**config.mk**
```make
export PLATFORM = sky130hd
export DESIGN_NAME = min_priority_queue_unit
export DESIGN_NICKNAME = d
export VERILOG_FILES = /design/src/rtl/core/mpq_pkg.sv /design/src/rtl/core/mpq_datapath.sv /design/src/rtl/core/mpq_ctrl.sv /design/src/rtl/core/min_priority_queue_unit.sv
export SDC_FILE = /design/constraint.sdc
export NUM_CORES = 1
export LEC_CHECK = 0
export BUFFER_PORTS_ARGS = -buffer_cell sky130_fd_sc_hd__buf_2
export CAP_MARGIN = 10
export CELL_PAD_IN_SITES_DETAIL_PLACEMENT = 1
export CELL_PAD_IN_SITES_GLOBAL_PLACEMENT = 2
export CORE_MARGIN = 8
export CORE_UTILIZATION = 48
export DETAILED_ROUTE_END_ITERATION = 12
export PLACE_DENSITY = 0.82
export RECOVER_POWER = 25
export SETUP_SLACK_MARGIN = 0.3
export SLEW_MARGIN = 20
export SYNTH_ARGS = -nofsm -noshare
export SYNTH_HDL_FRONTEND = slang
export SYNTH_SLANG_ARGS = --single-unit
```
**constraint.sdc**
```tcl
create_clock -name clk -period 10.7 [get_ports clk]
set_clock_uncertainty 0.05 [all_clocks]
set_input_delay 2.14 -clock clk [delete_from_list [all_inputs] [get_ports clk]]
set_output_delay 2.14 -clock clk [all_outputs]
set_load 0.05 [all_outputs]
```
**src/rtl/core/mpq_pkg.sv**
```systemverilog
// ----------------------------------------------------------------------------
// mpq_pkg
// Shared types and codes of the min-priority queue: opcodes, result status
// codes, controller states and the command/status bundles between the
// controller and the datapath.
// ----------------------------------------------------------------------------
package mpq_pkg;

  localparam int DEF_CAPACITY = 16;
  localparam int KEY_W        = 32;
  localparam int OCC_W        = 5;

  typedef enum logic {
    OP_INSERT = 1'b0,
    OP_DELETE = 1'b1
  } op_t;

  typedef enum logic [1:0] {
    ST_INSERTED = 2'd0,
    ST_REMOVED  = 2'd1,
    ST_EMPTY    = 2'd2,
    ST_FULL     = 2'd3
  } status_t;

  typedef enum logic [2:0] {
    S_IDLE,
    S_SCAN,
    S_FETCH,
    S_MOVE,
    S_FINISH
  } state_t;

  typedef struct packed {
    logic    scan_clr;
    logic    ins_wr;
    logic    scan_rd;
    logic    last_rd;
    logic    move_wr;
    logic    load_out;
    status_t res_status;
  } mpq_cmd_t;

  typedef struct packed {
    logic cnt_zero;
    logic cnt_full;
    logic scan_last;
  } mpq_sts_t;

endpackage

```
**src/rtl/core/mpq_datapath.sv**
```systemverilog
// ----------------------------------------------------------------------------
// mpq_datapath
// Key store memory, occupancy counter, minimum search registers and the
// result register of the min-priority queue.
// ----------------------------------------------------------------------------
module mpq_datapath #(
  parameter int CAPACITY = mpq_pkg::DEF_CAPACITY
) (
  input  logic                            clk,
  input  logic                            rst_n,
  input  mpq_pkg::mpq_cmd_t               cmd,
  output mpq_pkg::mpq_sts_t               sts,
  input  logic signed [mpq_pkg::KEY_W-1:0] in_key,
  output mpq_pkg::status_t                res_status,
  output logic signed [mpq_pkg::KEY_W-1:0] res_key,
  output logic [mpq_pkg::OCC_W-1:0]       res_occ
);
  import mpq_pkg::*;

  localparam int IW = (CAPACITY > 1) ? $clog2(CAPACITY) : 1;
  localparam int CW = $clog2(CAPACITY + 1);

  logic signed [KEY_W-1:0] mem [CAPACITY];

  logic [CW-1:0]           count_r;
  logic [CW-1:0]           count_nxt;
  logic [IW-1:0]           idx_r;
  logic [IW-1:0]           idx_q_r;
  logic                    rd_vld_r;
  logic signed [KEY_W-1:0] rd_data_r;
  logic [IW-1:0]           best_idx_r;
  logic signed [KEY_W-1:0] best_key_r;
  logic [IW-1:0]           last_idx;
  logic [IW-1:0]           rd_addr;
  logic                    wr_en;
  logic [IW-1:0]           wr_addr;
  logic signed [KEY_W-1:0] wr_data;
  logic                    take_new;
  status_t                 res_status_r;
  logic signed [KEY_W-1:0] res_key_r;
  logic [OCC_W-1:0]        res_occ_r;

  assign last_idx = IW'(count_r - CW'(1));
  assign rd_addr  = cmd.last_rd ? last_idx : idx_r;

  assign sts.cnt_zero  = (count_r == '0);
  assign sts.cnt_full  = (count_r >= CW'(CAPACITY));
  assign sts.scan_last = (idx_r == last_idx);

  always_comb begin
    wr_en   = cmd.ins_wr | cmd.move_wr;
    wr_addr = cmd.ins_wr ? count_r[IW-1:0] : best_idx_r;
    wr_data = cmd.ins_wr ? in_key : rd_data_r;
  end

  always_ff @(posedge clk) begin
    if (wr_en) begin
      mem[wr_addr] <= wr_data;
    end
    rd_data_r <= mem[rd_addr];
  end

  always_comb begin
    count_nxt = count_r;
    if (cmd.ins_wr) begin
      count_nxt = count_r + CW'(1);
    end else if (cmd.move_wr) begin
      count_nxt = count_r - CW'(1);
    end
  end

  // first beat of a scan always seeds the running minimum
  assign take_new = rd_vld_r && ((idx_q_r == '0) || (rd_data_r < best_key_r));

  always_ff @(posedge clk) begin
    if (!rst_n) begin
      count_r  <= '0;
      rd_vld_r <= 1'b0;
      idx_r    <= '0;
    end else begin
      count_r  <= count_nxt;
      rd_vld_r <= cmd.scan_rd;
      if (cmd.scan_clr) begin
        idx_r <= '0;
      end else if (cmd.scan_rd) begin
        idx_r <= idx_r + IW'(1);
      end
    end
  end

  always_ff @(posedge clk) begin
    idx_q_r <= idx_r;
    if (take_new) begin
      best_idx_r <= idx_q_r;
      best_key_r <= rd_data_r;
    end
    if (cmd.load_out) begin
      res_status_r <= cmd.res_status;
      res_key_r    <= (cmd.res_status == ST_REMOVED) ? best_key_r : '0;
      res_occ_r    <= OCC_W'(count_r);
    end
  end

  assign res_status = res_status_r;
  assign res_key    = res_key_r;
  assign res_occ    = res_occ_r;

endmodule

```
**src/rtl/core/mpq_ctrl.sv**
```systemverilog
// ----------------------------------------------------------------------------
// mpq_ctrl
// Controller of the min-priority queue: accepts one beat at a time, runs the
// minimum scan for a delete and hands the result to the output register.
// ----------------------------------------------------------------------------
module mpq_ctrl (
  input  logic                clk,
  input  logic                rst_n,
  input  logic                in_tvalid,
  output logic                in_tready,
  input  logic                in_op,
  output logic                out_tvalid,
  input  logic                out_tready,
  output mpq_pkg::mpq_cmd_t   cmd,
  input  mpq_pkg::mpq_sts_t   sts
);
  import mpq_pkg::*;

  state_t  state_r;
  state_t  state_nxt;
  status_t st_r;
  status_t st_nxt;
  logic    out_valid_r;
  logic    out_valid_nxt;
  logic    accept;
  logic    slot_free;

  assign accept    = (state_r == S_IDLE) && in_tvalid;
  assign slot_free = !out_valid_r || out_tready;

  always_comb begin
    state_nxt = state_r;
    st_nxt    = st_r;
    case (state_r)
      S_IDLE: begin
        if (in_tvalid) begin
          if (op_t'(in_op) == OP_INSERT) begin
            st_nxt    = sts.cnt_full ? ST_FULL : ST_INSERTED;
            state_nxt = S_FINISH;
          end else if (sts.cnt_zero) begin
            st_nxt    = ST_EMPTY;
            state_nxt = S_FINISH;
          end else begin
            st_nxt    = ST_REMOVED;
            state_nxt = S_SCAN;
          end
        end
      end
      S_SCAN: begin
        if (sts.scan_last) begin
          state_nxt = S_FETCH;
        end
      end
      S_FETCH:  state_nxt = S_MOVE;
      S_MOVE:   state_nxt = S_FINISH;
      S_FINISH: begin
        if (slot_free) begin
          state_nxt = S_IDLE;
        end
      end
      default:  state_nxt = S_IDLE;
    endcase
  end

  always_comb begin
    cmd            = '0;
    cmd.res_status = st_r;
    in_tready      = 1'b0;
    case (state_r)
      S_IDLE: begin
        in_tready    = 1'b1;
        cmd.scan_clr = 1'b1;
        cmd.ins_wr   = accept && (op_t'(in_op) == OP_INSERT) && !sts.cnt_full;
      end
      S_SCAN:   cmd.scan_rd  = 1'b1;
      S_FETCH:  cmd.last_rd  = 1'b1;
      S_MOVE:   cmd.move_wr  = 1'b1;
      S_FINISH: cmd.load_out = slot_free;
      default:  cmd          = '0;
    endcase
  end

  always_comb begin
    out_valid_nxt = out_valid_r;
    if (out_valid_r && out_tready) begin
      out_valid_nxt = 1'b0;
    end
    if (cmd.load_out) begin
      out_valid_nxt = 1'b1;
    end
  end

  always_ff @(posedge clk) begin
    if (!rst_n) begin
      state_r     <= S_IDLE;
      st_r        <= ST_INSERTED;
      out_valid_r <= 1'b0;
    end else begin
      state_r     <= state_nxt;
      st_r        <= st_nxt;
      out_valid_r <= out_valid_nxt;
    end
  end

  assign out_tvalid = out_valid_r;

endmodule

```
**src/rtl/core/min_priority_queue_unit.sv**
```systemverilog
// ----------------------------------------------------------------------------
// min_priority_queue_unit
// Bounded min-priority queue of signed 32-bit keys with insert and delete-min.
// ----------------------------------------------------------------------------
// Each input beat is an insert (tuser 0) or a delete-min (tuser 1) and yields
// one result beat with a status, the removed key and the occupancy after the
// beat. Keys sit unordered in a CAPACITY-entry single-port-write memory. A
// delete-min runs the linear minimum scan that reads one memory entry per
// cycle, then moves the last entry into the freed slot. One beat is in work
// at a time; a finished result waits in the output register while the next
// input beat is taken. Reset needs no clearing pass.
module min_priority_queue_unit #(
  parameter int CAPACITY = mpq_pkg::DEF_CAPACITY
) (
  input  logic        clk,
  input  logic        rst_n,
  input  logic        in_tvalid,
  output logic        in_tready,
  input  logic [31:0] in_tdata,   // [31:0] key
  input  logic [0:0]  in_tuser,   // [0] opcode
  output logic        out_tvalid,
  input  logic        out_tready,
  output logic [39:0] out_tdata,  // [31:0] min_key, [36:32] occupancy, [39:37] zero
  output logic [1:0]  out_tuser   // [1:0] status
);
  import mpq_pkg::*;

  mpq_cmd_t                cmd;
  mpq_sts_t                sts;
  status_t                 res_status;
  logic signed [KEY_W-1:0] res_key;
  logic [OCC_W-1:0]        res_occ;

  mpq_ctrl u_ctrl (
    .clk        (clk),
    .rst_n      (rst_n),
    .in_tvalid  (in_tvalid),
    .in_tready  (in_tready),
    .in_op      (in_tuser[0]),
    .out_tvalid (out_tvalid),
    .out_tready (out_tready),
    .cmd        (cmd),
    .sts        (sts)
  );

  mpq_datapath #(
    .CAPACITY (CAPACITY)
  ) u_datapath (
    .clk        (clk),
    .rst_n      (rst_n),
    .cmd        (cmd),
    .sts        (sts),
    .in_key     (in_tdata),
    .res_status (res_status),
    .res_key    (res_key),
    .res_occ    (res_occ)
  );

  assign out_tdata = {3'b000, res_occ, res_key};
  assign out_tuser = res_status;

endmodule
```
; Yosys cells after proc, flatten, opt, wreduce, memory -nomap -nowiden
; Memory sizes are Yosys's and may differ from the RTL's. A register that Yosys moved wholly into a read port is not among the register bits.
; Cells that the tools add are included.
[word_totals]
regBits = 95
ramBits = 512
in_bits = 37
out_inout_bits = 44
memories = 1
[op_classes]
n_addsub = 3
order_cmp = 2
n_eq_ne = 9
n_mux = 25
bitwise = 3
reduce_logical = 18
[mem_list]
columns = memory, words, word_bits, rd, rd_clocked_by_memory_dff, wr, line_no
row1 = u_datapath.mem, 16, 32, 1, 1, 1, mpq_datapath.sv:23  ; logic signed [KEY_W-1:0] mem [CAPACITY];
[op_table]
columns = operator, count
row1 = less-than comparator 32 bit, 1
row2 = two-way mux 32 bit, 1
row3 = two-way mux 3 bit, 5
row4 = one-hot mux 3 bit (5 select lines), 1
row5 = two-way mux 2 bit, 5
row6 = two-way mux 5 bit, 2
row7 = two-way mux 1 bit, 9
row8 = two-way mux 4 bit, 2
row9 = "equality test 3 x 2 -> 1 bit, second input constant", 2
row10 = "adder 5 x 1 -> 5 bit, second input constant", 1
row11 = "greater-or-equal comparator 5 bit, second input constant", 1
row12 = logical AND 1 bit, 5
row13 = zero test 5 bit, 1
row14 = OR reduction 5 bit, 1
row15 = "subtractor 5 x 1 -> 5 bit, second input constant", 1
row16 = "adder 4 x 1 -> 4 bit, second input constant", 1
row17 = equality test 4 bit, 1
row18 = zero test 4 bit, 1
row19 = "inequality test 2 bit, second input constant", 2
row20 = nonzero test 2 bit, 2
row21 = "equality test 3 x 1 -> 1 bit, second input constant", 1
row22 = "equality test 3 bit, second input constant", 1
row23 = zero test 3 bit, 1
row24 = AND reduction 3 bit, 1
row25 = other kinds (8), 11

; Logic depth before layout (Yosys ltp)
; Gate-level depths: netlist of the first run.
[depth]
depth_word = 8
mapped_depth = 8
ltp_nobuf = 7

; By module
; A second synthesis of the first run with hierarchy kept.
[hier_totals]
hier_cells = 1227
hier_area_um2 = 25356.8
[modules_own_cells]
columns = mod, n_inst, cells_each, area_per_inst_um2
row1 = mpq_datapath, 1, 1180, 24970.2
row2 = mpq_ctrl, 1, 43, 360.3
row3 = min_priority_queue_unit, 1, 4, 26.3

; Worst setup path before layout of the first run
; OpenSTA, ideal clock, no wires.
[synth_timing]
path_type = reg2reg
start = register u_datapath.best_key_r[31]
end = register u_datapath.best_idx_r[0] (enable)
arrival_ps = 7156
slack_ps = 2871
path_stages_with_launch = 8
cell_sequence = edfxtp_1 -> inv_1 -> ha_1 -> nand4_1 -> nor4_1 -> nand4_1 -> a31o_2 -> a2111oi_0
[synth_via]
elab_chain_cells = 3
[synth_lines]
columns = item, line_no
row1 = start: declaration, mpq_datapath.sv:32  ; logic signed [KEY_W-1:0] best_key_r;
row2 = start signal: assignment, mpq_datapath.sv:95  ; best_key_r <= rd_data_r;
row3 = less-than comparator 32 bit, mpq_datapath.sv:73  ; assign take_new = rd_vld_r && ((idx_q_r == '0) || (rd_data_r < best_key_r));
row4 = logical OR 1 bit, mpq_datapath.sv:73
row5 = logical AND 1 bit, mpq_datapath.sv:73
row6 = net u_datapath.take_new, mpq_datapath.sv:38  ; logic take_new;
row7 = end signal: assignment, mpq_datapath.sv:94  ; best_idx_r <= idx_q_r;
row8 = end: declaration, mpq_datapath.sv:31  ; logic [IW-1:0] best_idx_r;
; The timed path passes the listed nets, and every way through them passes these cells.
; A chain may end at the register's enable or synchronous reset.

; Final worst setup path of the first run
[layout_timing]
start = register u_ctrl.state_r[1]
end = register u_datapath.rd_data_r[1], read port of u_datapath.mem
[layout_via]
elab_chain_cells = 3
[layout_lines]
columns = item, line_no
row1 = start: declaration, mpq_ctrl.sv:19  ; state_t state_r;
row2 = start signal: assignment, mpq_ctrl.sv:99  ; state_r <= state_nxt;
row3 = equality test 3 x 2 -> 1 bit, mpq_ctrl.sv:69  ; case (state_r)
row4 = two-way mux 1 bit, mpq_ctrl.sv:69
row5 = two-way mux 4 bit, mpq_datapath.sv:44  ; assign rd_addr = cmd.last_rd ? last_idx : idx_r;
row6 = end: declaration, mpq_datapath.sv:30  ; logic signed [KEY_W-1:0] rd_data_r;
; No other way between the ends.

==> metrics.md, run 1 <==
| Metric | Value |
|---|---|
| GRT overflow | `0` |
| Failing checks | `max-capacitance violations, max-slew violations` |
| Worst hold path class | `flop to flop` |
| Largest family of logic cells by synthesized area | `multiplexers` |
| Placeable Area | `51,400 µm²` |
| Area of the multi-input gates | `6040 µm²` |
| Compound-Gate Fraction of Synth Area | `1.70%` |
| Initial Utilization | `48.6%` |
| Tmin final | `6910 ps` |
| Top cell type's share of synthesized area | `70.6%` |
| Post-synthesis simple-gate area fraction | `4.07%` |
| Worst slew pin tran | `3340 ps` |
| Syn Area/Cell | `around 19 µm²` |
| Synth unique cells | `51` |
| Final Setup Violations | `0` |
| Clock share of power | `43.3%` |
| Register area | `18,700 µm²` |
| Layout cells sized above 1 | `20.6%` |
| Sequential fraction of the synthesis area | `74.7%` |
| Via count | `12,424` |
| Pre-CTS WS | `4870 ps` |
| Post-route ant nets | `0` |
| Residual DRC count | `0` |
| Synthesis Warnings | `0` |
| IO Pins | `81` |
| Peak supply drop | `0.120 mV` |
| Nets | `1,495` |
| DR pass1 iterations | `5` |
| Number of H-tree levels | `3` |
| EDFF count, synth | `587` |
| Startpoint types | `flop` |
| CTS max path bufs | `3` |
| Crit share post-route | `64.6%` |
| Cell count after synthesis | `1,310` |
| CP Capture Type | `flop` |
| Final count of pins violating max slew | `123` |
| Clock-pin slew on the worst setup and hold paths | `60 ps` |
| Antenna diodes | `0` |
| Drt wl/cell | `26.9 µm` |
| Comb power frac | `about 4.6%` |
| Setup repair bufs after CTS | `0` |
| Die X | `244 µm` |
| Pleak | `10.1 nW` |
| Seq cells post-synth | `approximately 640` |
| Adder-Cell Fraction of Synth Area | `1.75%` |
| Critical path type | `flop to flop` |
| Area leader, netlist | `edfxtp_1` |
| Sequential power share | `a little over half` |
| Highest clock rate | `145 MHz` |
| Post-Synth XOR/XNOR Area | `0.371%` |
| Initial antenna violation count | `1` |
| Worst Reg-to-Reg Cells | `7` |
| Die area | `roughly 60,000 µm²` |
| Synth-to-Final Area Change | `14.0%` |
| Area contributors post-synth | `edfxtp_1 71%, mux4_2 12%, dfxtp_1 4.2%, mux2i_1 4.0%, nand2_1 1.8%` |
| CP Data Arrival Time | `7310 ps` |
| Fraction of registers with async set/reset | `0%` |
| Number of global-route vias before repair | `13,545` |
| GP Congestion | `a little over 0.7` |
| Chip Height | `between 200 and 250 µm` |
| Final worst setup slack | `3790 ps` |
| Max_slew headroom | `-123%` |
| Clock sinks | `639` |
| Internal power | `4.24 mW` |
| CTS resizes | `0` |
| I/O Buffers | `77` |
| Net Sw Frac | `21.5%` |
| # rows | `between 80 and 90` |
| Initial drt markers | `roughly 1,100` |
| Outcome | `finished, violations left` |
| Root Buffer | `clkbuf_16` |
| Fillers | `4,560` |
| Commonest register cell after synthesis | `edfxtp_1` |
| Worst-skew pair later-pin latency | `610 ps` |
| GRT Resource Usage Total | `19.5%` |
| PwrDens | `roughly 190 nW/µm²` |
| Routed wire length | `58,100 µm` |
| Post-synthesis mux area share | `about 16%` |
| CP Max Fanout | `42` |
| Fin Setup TNS | `0 ps` |
| Hpwl dp | `33,800 µm` |
| Hold Vio Cnt, Final | `0` |
| Hold Path Depth | `0` |
| Hold Buf Count CTS | `0` |
| Drt via density | `5.77` |
| Pin count of the biggest net entering global routing | `129` |
| Synth Cell Area | `around 25,000 µm²` |
| Num CTS Buffers | `67` |
| Req. time, crit path | `11,090 ps` |
| Net Switching | `~1.2 mW` |
| Maxcap violations | `4` |
| Global-route wire length before repair | `about 87,000 µm` |
| RSZ-0062 raised after global routing | `false` |
| CTS tree | `yes` |
==> power by group through the flow <==
stage / logic, mW / clock network (mW) / registers, mW
finish: 0.250 / 2.33 / 2.81
global route: 0.272 / 2.47 / 2.81
CTS: 0.256 / 2.38 / 2.81
detailed placement: 0.255 / 0 / 2.86
global placement: 0.241 / 0 / 2.86
floorplan: 0.139 / 0 / 2.88
==> layout make-up <==
cell class / instances / share of cell area [%]
inverter: 42 / 0.554
clock buffer: 89 / 6.43
multi-input combinational: 567 / 21.2
sequential: 639 / 65.6
timing repair buffer: 106 / 1.93
clock inverter: 32 / 1.29
tap: 680 / 2.99
==> placed cells by master (no fill, tap or decap), drive strengths merged, types with 3 or more instances in the layout <==
cell | netlist | layout
a21boi | 5 | 5
a21o | 4 | 4
a21oi | 19 | 19
a31oi | 6 | 6
and2 | 7 | 7
buf | 33 | 58
bufinv | 0 | 7
clkbuf | 31 | 137
clkinv | 0 | 19
conb | 1 | 3
dfxtp | 52 | 52
edfxtp | 587 | 587
ha | 35 | 35
inv | 42 | 47
mux2i | 101 | 101
mux4 | 128 | 128
nand2 | 118 | 118
nand2b | 3 | 3
nand3 | 5 | 5
nand4 | 6 | 6
nor2 | 26 | 26
nor3 | 39 | 39
nor3b | 5 | 5
nor4 | 4 | 4
o211ai | 3 | 3
o21ai | 18 | 18
xnor2 | 6 | 6
==> routing by layer <==
metal | vias up | track usage [%] | routed length, µm | part of all wire, %
met5 | - | 0 | 0 | 0
met4 | 0 | 7.38 | 1770 | 3.1
met3 | 99 | 3.58 | 2740 | 4.7
met2 | 322 | 32.0 | 28500 | 49
met1 | 6575 | 25.9 | 25000 | 43
li1 | 5428 | - | - | -
==> metrics by stage <==
step / utilization, % / hold WS (ps) / cell area (µm²) / total power [mW] / cells
3_5_place_dp: 51.3 / 369 / 26400 / 3.12 / 2034
2_1_floorplan: - / 342 / 25000 / 3.02 / 1312
4_1_cts: 55.5 / 390 / 28500 / 5.45 / 2155
3_3_place_gp: 51.3 / 363 / 26400 / 3.10 / 2034
5_1_grt: 55.4 / 397 / 28500 / 5.55 / 2155
6_report: 55.4 / 389 / 28500 / 5.40 / 2155
==> synth_stat cells, drive strengths merged (2+ instances only) <==
cell / instances
nor2: 26
edfxtp: 587
inv: 42
buf: 33
nor3b: 5
xor2: 2
a31oi: 6
nor3: 39
nand2b: 3
and3: 2
nand4: 6
o31ai: 2
o21ai: 18
clkbuf: 31
nor4: 4
nand3: 5
mux2i: 101
o211ai: 3
a21o: 4
dfxtp: 52
and2: 7
a32oi: 2
nand2: 118
a311oi: 2
ha: 35
a21boi: 5
xnor2: 6
a21oi: 19
mux4: 128
==> cell families after synthesis <==
| logic type | after synthesis |
|---|---|
| DFF | 639 |
| muxes | 229 |
| and+or+nand+nor | 223 |
| buffers and inverters | 106 |
| AOI/OAI and AO/OA | 68 |
| adders and majority gates | 35 |
| xor gates and xnor gates | 9 |
| other | 1 |
==> critical path: stages, from the launching register on <==
cell,delay (ps)
dfxtp_1,620
nor3b_1,1290
mux2i_4,380
clkbuf_1,2360
buf_4,1000
mux4_2,610
mux2i_1,310
mux2i_1,120
==> registers in the layout, summed over array words and instances (netlist names) <==
name and flops:
u_datapath.best_idx_r 4, u_datapath.res_occ 5, u_ctrl.out_tvalid 1, u_ctrl.state_r 3
u_datapath.count_r 5, u_ctrl.st_r 2, u_datapath.res_key 32, u_datapath.rd_vld_r 1
u_datapath.idx_q_r 4, u_datapath.res_status 2, u_datapath.rd_data_r 32, u_datapath.mem 512
u_datapath.idx_r 4, u_datapath.best_key_r 32
==> path summary, 6_finish.rpt <==
| kind | start | slack, ps | end |
|---|---|---|---|
| worst max-delay path | u_ctrl.state_r[1] | 3790 | u_datapath.rd_data_r[1] |
| worst min-delay path | u_datapath.idx_q_r[0] | 390 | u_datapath.best_idx_r[0] |
| worst max register to register | u_ctrl.state_r[1] | 3790 | u_datapath.rd_data_r[1] |
| worst min register to register | u_datapath.idx_q_r[0] | 390 | u_datapath.best_idx_r[0] |
Note: power is estimated with default switching activity, not from simulation.
==> inputs of run 2 (changes only) <==
==> constraint.sdc (replaced) <==
create_clock -name clk -period 6.7 [get_ports clk]
set_clock_uncertainty 0.05 [all_clocks]
set_input_delay 1.34 -clock clk [delete_from_list [all_inputs] [get_ports clk]]
set_output_delay 1.34 -clock clk [all_outputs]
set_load 0.05 [all_outputs]
==> metrics.md, run 2 (synthesized netlist as in run 1, its figures left out) <==
| Metric | Value |
|---|---|
| Chip Height | `approximately 240 µm` |
| Drt wl/cell | `27.3 µm` |
| GRT overflow | `0` |
| Register area | `18,700 µm²` |
| R2r setup slk | `1720 ps` |
| Synth-to-Final Area Change | `14.1%` |
| Placeable Area | `about 51,000 µm²` |
| Final hold slack | `376 ps` |
| Nets | `1,493` |
| Pin count of the biggest net entering global routing | `129` |
| CP cell instances | `clkbuf_1 -> or4b_1 -> or3_1 -> a31oi_1 -> nor2_4 -> buf_4` |
| Initial Utilization | `48.6%` |
| Most flop-heavy register | `u_datapath.mem` |
| Critical path type | `input port to flop` |
| DR pass1 iterations | `4` |
| CP max stage delay | `1530 ps` |
| Startpoint types | `input port` |
| Num CTS Buffers | `between 60 and 70` |
| CTS max path bufs | `3` |
| Pleak | `10.1 nW` |
| CTS resizes | `0` |
| Highest clock rate | `194 MHz` |
| Fillers | `4,570` |
| Req. time, crit path | `between 6000 and 7000 ps` |
| GRT Resource Usage Total | `between 10% and 20%` |
| Max_slew headroom | `-50.5%` |
| Setup repair bufs after CTS | `0` |
| CP Capture Type | `flop` |
| CP delay by family, top | `simple AND/OR/NAND/NOR gates` |
| Hpwl dp | `35,200 µm` |
| CP Data Arrival Time | `5370 ps` |
| Worst-skew pair later-pin latency | `600 ps` |
| Crit share post-route | `77.0%` |
| Failing checks | `max-capacitance violations, max-slew violations` |
| Number of H-tree levels | `3` |
| Hold Buf Count CTS | `0` |
| Worst hold path class | `flop to flop` |
| I/O Buffers | `77` |
| Residual DRC count | `0` |
| Number of global-route vias before repair | `13,816` |
| Routed wire length | `approximately 59,000 µm` |
| Antenna diodes | `0` |
| Outcome | `finished, violations left` |
| GP Congestion | `0.732` |
| Post-route ant nets | `0` |
| CTS tree | `yes` |
| IO Pins | `81` |
| Commonest non-fill, non-tap cell in the layout | `edfxtp_1` |
| Final count of pins violating max slew | `79` |
| Peak supply drop | `around 0.26 mV` |
| Final core occ | `55.5%` |
| CP Max Fanout | `38` |
| CP max stage cell | `or3_1` |
| Clock sinks | `639` |
| DP Area | `approximately 26,000 µm²` |
| Initial drt markers | `819` |
| # rows | `83` |
| Max reg flops | `512` |
| Hold Vio Cnt, Final | `0` |
| Die X | `244 µm` |
| Area of the multi-input gates | `6060 µm²` |
| Initial antenna violation count | `0` |
| Drt via density | `5.83` |
| Maxcap violations | `2` |
| Post-layout instance area | `about 29,000 µm²` |
| Final Setup Violations | `0` |
| Die area | `59,600 µm²` |
| Worst slew pin tran | `2260 ps` |
| Via count | `12,578` |
| RSZ-0062 raised after global routing | `false` |
| Number of buffers and inverters on the critical path | `2` |
| Most frequent cells in the layout | `587 x edfxtp_1, 128 x mux4_2, 118 x nand2_1` |
| Clock-pin slew on the worst setup and hold paths | `60 ps` |
| Global-route wire length before repair | `88,000 µm` |
| Layout cells sized above 1 | `20.9%` |
| Root Buffer | `clkbuf_16` |
| Tmin final | `5160 ps` |
| Fin Setup TNS | `0 ps` |
| PwrDens | `~300 nW/µm²` |
[run 2: cell types whose count changed in the layout (fill, tap and decap cells not counted), sizes merged]
cell    before  now
inv         47   46
bufinv       7    4
clkbuf     137  133
clkinv      19   26
buf         58   60
[run 2: per-stage QoR]
stage               worst slack [ps]  power (mW)  std cells
floorplan                        639        4.83       1312
global placement                1670        4.96       2029
detailed placement              1590        4.99       2029
CTS                             2220        8.61       2153
global route                    1380        8.76       2156
finish                          1540        8.53       2156
[run 2: cell type report]
| type | count | area share, % |
|---|---|---|
| clock buffer | 89 | 6.46 |
| clock inverter | 35 | 1.08 |
| inverter | 42 | 0.553 |
| multi-input combinational | 567 | 21.2 |
| sequential | 639 | 65.5 |
| tap | 680 | 2.98 |
| timing repair buffer | 104 | 2.20 |
[run 2: path summary, 6_finish.rpt]
path / startpoint / endpoint / cells after the start
hold reg to reg: u_datapath.idx_q_r[2] / u_datapath.best_idx_r[2] / 0
setup reg to reg: u_ctrl.state_r[2] / u_datapath.mem[3][17] / 5
hold / removal: u_datapath.idx_q_r[2] / u_datapath.best_idx_r[2] / 0
setup / recovery: in_tvalid / u_datapath.mem[3][17] / 6
[run 2: worst reg2reg max path, stage by stage (launching register included)]
cell	delay, ps
dfxtp_1	650
or4b_1	320
or3_1	1530
a31oi_1	790
nor2_4	870
buf_4	450
[run 2: power breakdown]
part           total [mW]  leakage [nW]  internal, mW  switching (mW)
Clock                3.63          1.05          2.10            1.53
Sequential           4.49          5.76          4.46          0.0328
Combinational       0.403          3.31         0.102           0.301
[run 2: metal layers]
layer | GRT usage (%) | routed length, µm
met3 | 3.60 | 3070
met2 | 33.6 | 29900
met4 | 7.19 | 1740
met5 | 0 | 0
met1 | 25.4 | 24100
